$ cat config.mk
export PLATFORM = sky130hd
export DESIGN_NAME = dtrt_divider
export DESIGN_NICKNAME = d
export VERILOG_FILES = /design/src/design/dtrt_pkg.sv /design/src/design/dtrt_divider.sv
export SDC_FILE = /design/constraint.sdc
export NUM_CORES = 1
export LEC_CHECK = 0
export ABC_CLOCK_PERIOD_IN_PS = 8330
export CORE_MARGIN = 5
export CORE_UTILIZATION = 55
export DETAILED_ROUTE_END_ITERATION = 8
export DONT_BUFFER_PORTS = 1
export GPL_TIMING_DRIVEN = 1
export HOLD_SLACK_MARGIN = 0.03
export PLACE_DENSITY_LB_ADDON = 0.1
export SKIP_LAST_GASP = 1
export SYNTH_ARGS = -nofsm -noshare
export SYNTH_HDL_FRONTEND = slang
export SYNTH_SLANG_ARGS = --single-unit
$ cat constraint.sdc
create_clock -name i_clk -period 8.33 [get_ports i_clk]
set_clock_uncertainty 0.2 [all_clocks]
set_input_delay 0.4165 -clock i_clk [delete_from_list [all_inputs] [get_ports i_clk]]
set_output_delay 0.4165 -clock i_clk [all_outputs]
set_load 0.03 [all_outputs]
$ cat src/design/dtrt_pkg.sv
// Package for the delayed trade return tracker.
// Shared types, widths, constants and helpers. No dependencies.
package dtrt_pkg;

    localparam int QUEUE_DEPTH = 64;
    localparam int MAX_POPS    = 64;
    localparam int PTR_W       = $clog2(QUEUE_DEPTH);
    localparam int CNT_W       = $clog2(QUEUE_DEPTH + 1);
    localparam int POP_W       = $clog2(MAX_POPS + 1);

    localparam int PRICE_W = 32;
    localparam int TAG_W   = 32;
    localparam int SIDE_W  = 2;
    localparam int BAR_W   = 16;
    localparam int HOR_W   = 12;
    localparam int FEE_W   = 25;
    localparam int RET_W   = 32;
    localparam int FRAC_W  = 24;
    localparam int DVD_W   = PRICE_W + FRAC_W;   // dividend and quotient width
    localparam int EXT_W   = DVD_W + 3;          // exact return width, signed

    localparam int CFG_IDX_W  = 2;
    localparam int CFG_DATA_W = FEE_W;

    localparam logic [CFG_IDX_W-1:0] CFG_HORIZON = 2'd0;
    localparam logic [CFG_IDX_W-1:0] CFG_FEE     = 2'd1;
    localparam logic [CFG_IDX_W-1:0] CFG_SLIP    = 2'd2;

    localparam logic       OP_DECISION = 1'b0;
    localparam logic       OP_BAR      = 1'b1;

    localparam logic [SIDE_W-1:0] SIDE_NONE  = 2'b00;
    localparam logic [SIDE_W-1:0] SIDE_LONG  = 2'b01;
    localparam logic [SIDE_W-1:0] SIDE_SHORT = 2'b11;

    localparam logic [HOR_W-1:0] HORIZON_RESET = 12'd4;

    localparam logic signed [EXT_W-1:0] ONE_Q = EXT_W'(1) <<< FRAC_W;

    typedef struct packed {
        logic [TAG_W-1:0]   tag;
        logic [PRICE_W-1:0] price;
        logic [SIDE_W-1:0]  side;
        logic [BAR_W-1:0]   open_bar;
        logic [HOR_W-1:0]   horizon;
    } t_slot;

    typedef struct packed {
        logic busy;
        logic valid;
    } t_div_stat;

    function automatic logic [RET_W-1:0] sat_ret(input logic signed [EXT_W-1:0] v);
        logic signed [EXT_W-1:0] hi;
        logic signed [EXT_W-1:0] lo;
        hi = (EXT_W'(1) <<< (RET_W - 1)) - EXT_W'(1);
        lo = -(EXT_W'(1) <<< (RET_W - 1));
        if (v > hi) begin
            return {1'b0, {(RET_W-1){1'b1}}};
        end else if (v < lo) begin
            return {1'b1, {(RET_W-1){1'b0}}};
        end else begin
            return v[RET_W-1:0];
        end
    endfunction

endpackage

$ cat src/design/dtrt_divider.sv
// Restoring divider, one quotient bit per cycle: (dividend / divisor).
// Depends on dtrt_pkg. Result holds until the next start.
module dtrt_divider (
    input  logic                           i_clk,
    input  logic                           i_rst_n,
    input  logic                           i_start,
    input  logic [dtrt_pkg::DVD_W-1:0]     i_dividend,
    input  logic [dtrt_pkg::PRICE_W-1:0]   i_divisor,
    output dtrt_pkg::t_div_stat            o_stat,
    output logic [dtrt_pkg::DVD_W-1:0]     o_quot
);
    localparam int BIT_W = $clog2(dtrt_pkg::DVD_W + 1);

    logic                            r_busy, r_valid;
    logic [BIT_W-1:0]                r_bits;
    logic [dtrt_pkg::DVD_W-1:0]      r_quot;
    logic [dtrt_pkg::PRICE_W:0]      r_rem;
    logic [dtrt_pkg::PRICE_W-1:0]    r_div;
    logic [dtrt_pkg::PRICE_W:0]      n_shift;
    logic [dtrt_pkg::PRICE_W+1:0]    n_diff;

    always_comb begin
        n_shift = {r_rem[dtrt_pkg::PRICE_W-1:0], r_quot[dtrt_pkg::DVD_W-1]};
        n_diff  = {1'b0, n_shift} - {2'b00, r_div};
    end

    always_ff @(posedge i_clk) begin
        if (!i_rst_n) begin
            r_busy  <= 1'b0;
            r_valid <= 1'b0;
            r_bits  <= '0;
        end else if (i_start) begin
            r_busy  <= 1'b1;
            r_valid <= 1'b0;
            r_bits  <= BIT_W'(dtrt_pkg::DVD_W);
            r_quot  <= i_dividend;
            r_rem   <= '0;
            r_div   <= i_divisor;
        end else if (r_busy) begin
            if (!n_diff[dtrt_pkg::PRICE_W+1]) begin
                r_rem <= n_diff[dtrt_pkg::PRICE_W:0];
            end else begin
                r_rem <= n_shift;
            end
            r_quot <= {r_quot[dtrt_pkg::DVD_W-2:0], ~n_diff[dtrt_pkg::PRICE_W+1]};
            r_bits <= r_bits - BIT_W'(1);
            if (r_bits == BIT_W'(1)) begin
                r_busy  <= 1'b0;
                r_valid <= 1'b1;
            end
        end
    end

    assign o_stat.busy  = r_busy;
    assign o_stat.valid = r_valid;
    assign o_quot       = r_quot;
endmodule

## Yosys cells after proc, flatten, opt, wreduce, memory -nomap -nowiden

Cells that the tools add are included.

- Output and inout port bits: 58
- Input port bits: 91
- Word-level logic and storage cells: 26
- Bits in registers: 128

- Reductions and logical operators: 5
- Mux-type cells: 9
- Bitwise operators: 2
- Eq/ne operators: 1
- Add/subtract/negate cells: 2

Operator list:

| kind | number |
|---|---|
| two-way mux 56 bit | 2 |
| two-way mux 32 bit | 2 |
| subtractor 33 x 32 -> 34 bit | 1 |
| two-way mux 6 bit | 2 |
| == test 6 x 1 -> 1 bit, second input constant | 1 |
| AND reduction 2 bit | 3 |
| subtractor 6 x 1 -> 6 bit, second input constant | 1 |
| two-way mux 1 bit | 3 |
| NOT 1 bit | 2 |
| nonzero test 2 bit | 1 |
| OR reduction 2 bit | 1 |

## Logic depth before layout (Yosys ltp)

- Word-level depth: 4
- Gate-level depth with buffers: 13
- Gate-level depth less buffers: 13

## Worst setup path after synthesis

Ideal clock, no wire load.

- Kind: input -> register
- Start: input port i_start
- End: register r_quot (netlist bit o_quot[0]), enable pin
- Library setup time: 442 ps
- Path slack: 4,886 ps
- Stages: 4
- Required time: 7,688 ps
- Path buffers: 2
- Arrival time: 2,803 ps
- Cells stage by stage: clkbuf_1 clkbuf_1 o21ai_0 inv_1

- Cells in the longest elaborated chain, start to end: 2

RTL lines:

| element | RTL line | source |
|---|---|---|
| from (decl) | dtrt_divider.sv:6 | `input logic i_start,` |
| nonzero test 2 bit (no source line) | - |  |
| AND reduction 2 bit (no source line) | - |  |
| to (signal assigned) | dtrt_divider.sv:36 | `r_quot <= i_dividend;` |
| to (signal assigned) | dtrt_divider.sv:45 | `r_quot <= {r_quot[dtrt_pkg::DVD_W-2:0], ~n_diff[dtrt_pkg::PRICE_W+1]};` |
| to (decl) | dtrt_divider.sv:16 | `logic [dtrt_pkg::DVD_W-1:0] r_quot;` |

No other way between the ends.
A chain may end at the register's enable or synchronous reset.

## Worst setup path in the final report

- Start: register r_quot (netlist bit o_quot[55])
- End: register r_rem[1] in the netlist's numbering (data pin)

- Cells in the longest elaborated chain, start to end: 3

RTL lines:

| element | RTL line | source |
|---|---|---|
| subtractor 33 x 32 -> 34 bit | dtrt_divider.sv:24 | `n_diff = {1'b0, n_shift} - {2'b00, r_div};` |
| two-way mux 32 bit | dtrt_divider.sv:40 | `if (!n_diff[dtrt_pkg::PRICE_W+1]) begin` |
| two-way mux 32 bit | dtrt_divider.sv:39 | `end else if (r_busy) begin` |
| to (signal assigned) | dtrt_divider.sv:41 | `r_rem <= n_diff[dtrt_pkg::PRICE_W:0];` |
| to (signal assigned) | dtrt_divider.sv:43 | `r_rem <= n_shift;` |
| to (decl) | dtrt_divider.sv:17 | `logic [dtrt_pkg::PRICE_W:0] r_rem;` |

No other way between the ends. The select of a mux whose other input is x is not followed.

==> flow_metrics.env <==
export IMPL_cts_tree="built"
export IMPL_hp_start="i_start"
export IMPL_run_status="finished, final reports clean"
export IMPL_synth_edff_count=120
export IMPL_crit_path_start="o_quot[55]"
export IMPL_io_pins=149
export IMPL_slew_violations=0
export IMPL_htree_levels=4
export IMPL_first_pass_iters=4
export IMPL_fillers=866
export IMPL_drcViolationCount=0
export IMPL_placed_cells=695
export IMPL_total_power_mw=1.90
export IMPL_port_buffers=0
export IMPL_root_buffer="clkbuf_16"
export IMPL_use_met3=0.0886
export IMPL_ctsResizeCount=0
export IMPL_p_per_area_nw_per_um2=225
export IMPL_gp_congestion=0.891
export IMPL_grt_pass1_wl_um=25100
export IMPL_rsz0062_at_grt="no"
export IMPL_path_class="reg2reg"
export IMPL_min_period_ns=3.84
export IMPL_cts_max_path_buffers=2
export IMPL_setup_viol=0
export IMPL_dpl_hpwl_um=9840
export IMPL_core_area_um2=12100
export IMPL_ys_ff_latch=128
export IMPL_fin_nets=764
export IMPL_grt_max_degree=89
export IMPL_start_util=0.564
export IMPL_ys_warn_count=0
export IMPL_drt_iter0_drc=226
export IMPL_fmax_mhz=260
export IMPL_die_area_um2=14800
export IMPL_grt_busiest_layer="met2"
export IMPL_synth_seq_area_share=0.551
export IMPL_path_max_fanout=31
export IMPL_instances_no_fill=819
export IMPL_ir_drop_uv=216
export IMPL_regToRegEndpoint="r_rem[1]"
export IMPL_critPathArrivalTime_ns=3.80
export IMPL_hp_class="in2reg"
export IMPL_die_h_um=121
export IMPL_synth_area_um2=6840
export IMPL_worst_setup_path_start_kind="flop"
export IMPL_slew_headroom=0.227
export IMPL_antenna_cells=0
export IMPL_synthArstFlopShare=0
export IMPL_reg2reg_slack_ns=4.49
export IMPL_drive_gt1_frac=0.158
export IMPL_timing_final_crit_share=0.461
export IMPL_tns_ns=0
export IMPL_min_to="o_quot[1]"
export IMPL_clock_latency_ns=0.41
export IMPL_vias=4637
export IMPL_drt_total_wl_um=15700
export IMPL_end_kind="flop"
export IMPL_antenna_found_initial=0
export IMPL_rr_startpoint="o_quot[55]"
export IMPL_routedWlPerCell_um=19.2
export IMPL_grt_pass1_vias=4913
export IMPL_cap_violations=0
export IMPL_viasPerCell=5.66
export IMPL_dieWidth_um=121
export IMPL_grtUsageTotal=0.221
export IMPL_hold_violations=0
export IMPL_worst_pin_slew_ns=1.16
export IMPL_synthCells=544
export IMPL_hold_depth=1
export IMPL_synthesis_nets=670
export IMPL_overflow=0
export IMPL_cts_made_buffers=17
export IMPL_r2r_cells=12
export IMPL_grt_use_met1=0.259
export IMPL_cts_sinks=128
export IMPL_path_clk_slew_ns=0.06
export IMPL_cp_required_ns=8.28
export IMPL_postRouteAntennaNets=0
export IMPL_row_count=40
export IMPL_fin_hold_ws_ns=0.0499
export IMPL_leakage_nw=3.26
export IMPL_syn2layout_area_growth_pct=23.3
export IMPL_synthFlopType="edfxtp_1"
export IMPL_gr_usage_met2=0.368
export IMPL_postSynthAreaPerCell_um2=12.6
export IMPL_yosys_cell_types_count=58
[worst max-delay path by stage]
stage	slack [ns]	end
after floorplan	4.89	o_quot[0]
final	4.49	r_rem[1]
after detailed placement	4.49	r_rem[1]
after CTS	4.46	r_rem[1]
after global placement	4.58	r_rem[3]
after global routing	4.29	r_rem[10]
[cell families (layout without fill, tap and decap cells)]
family,count (synthesis),after routing,share of synthesized area
compound gates,103,103,0.110
simple gates,104,104,0.0690
xor+xnor,31,31,0.0397
flops,128,128,0.551
mux,77,77,0.123
fa+ha+maj,35,35,0.0652
buf+inv,66,173,0.0428
[layout by cell type, fill, tap and decap left out, types with 2 or more instances in the layout]
master	netlist	final
a31oi_1	7	7
xor2_1	11	11
dlygate4sd3_1	0	90
nand3_1	9	9
o21bai_1	4	4
o22ai_1	2	2
a21oi_1	28	28
a41oi_1	2	2
nor2_1	46	46
o21a_1	4	4
nand2b_1	4	4
or3_1	2	2
a211oi_1	3	3
clkinvlp_4	0	3
mux2i_1	21	21
a21boi_0	5	5
a21o_1	5	5
a211oi_2	7	7
ha_1	34	34
clkinv_2	0	4
nand2_1	22	22
clkbuf_1	14	4
clkbuf_16	0	17
o21ai_0	15	15
o211ai_1	5	5
xnor2_1	20	20
and2_1	3	3
edfxtp_1	120	120
o31ai_1	2	2
clkinv_4	0	2
inv_1	45	44
dfxtp_1	8	8
clkinv_1	1	3
nor3_1	5	5
buf_4	2	3
and3_1	4	4
mux2_2	56	56
[registers in the layout (all words and copies together) (netlist names)]
name / cells
o_quot: 56
r_div: 32
r_rem: 32
r_bits: 6
r_busy: 1
r_valid: 1
[cells in the mapped netlist (7+ instances only)]
cell	n	area share
edfxtp_1	120	0.53
mux2_2	56	0.092
dfxtp_1	8	0.023
nand2_1	22	0.012
inv_1	45	0.025
xnor2_1	20	0.026
a31oi_1	7	0.0064
xor2_1	11	0.014
a21oi_1	28	0.021
o21ai_0	15	0.011
mux2i_1	21	0.031
clkbuf_1	14	0.0077
ha_1	34	0.062
nor2_1	46	0.025
a211oi_2	7	0.013
nand3_1	9	0.0066
[power by group]
group	leakage, nW	switching (mW)	internal [mW]
clock	0.252	0.268	0.407
combinational	1.79	0.205	0.179
sequential	1.21	0.0673	0.773
total	3.26	0.540	1.36
[metrics by stage]
stage	util	area, µm²	setup slack [ns]
after global placement	0.574	6950	4.58
after detailed placement	0.574	6950	4.49
after floorplan	-	6840	4.89
final	0.696	8430	4.49
after global routing	0.696	8430	4.29
after CTS	0.695	8420	4.46
[per-layer routing]
metal	up-vias	wire, µm
li1	2198	-
met1	2239	6480
met2	178	7650
met3	22	1310
met4	0	293
met5	-	0
[worst max-delay path: stages, from the launching register on]
cell	delay (ns)
edfxtp_1	0.56
inv_1	0.08
ha_1	0.21
nand2b_1	0.17
a211oi_2	0.25
o21ai_2	0.12
o211a_1	0.28
o21ai_4	0.26
a31oi_4	0.16
o211ai_4	0.44
buf_4	0.50
mux2i_1	0.27
nor2_1	0.06
[what timing repair did]
action | in CTS | in global routing
hold buffers | 91 | 1
endpoints found under the hold margin | 124 | 1
setup buffers | 0 | 0
[final cells by class]
cell class,instances,area [µm²],area share
clock buffer,21,440,0.0522
clock inverter,11,92.6,0.0110
inverter,46,174,0.0206
multi-input combinational,350,2780,0.330
sequential,128,3760,0.446
tap,168,210,0.0249
timing repair buffer,95,971,0.115
Note: power is estimated with default switching activity, not from simulation.
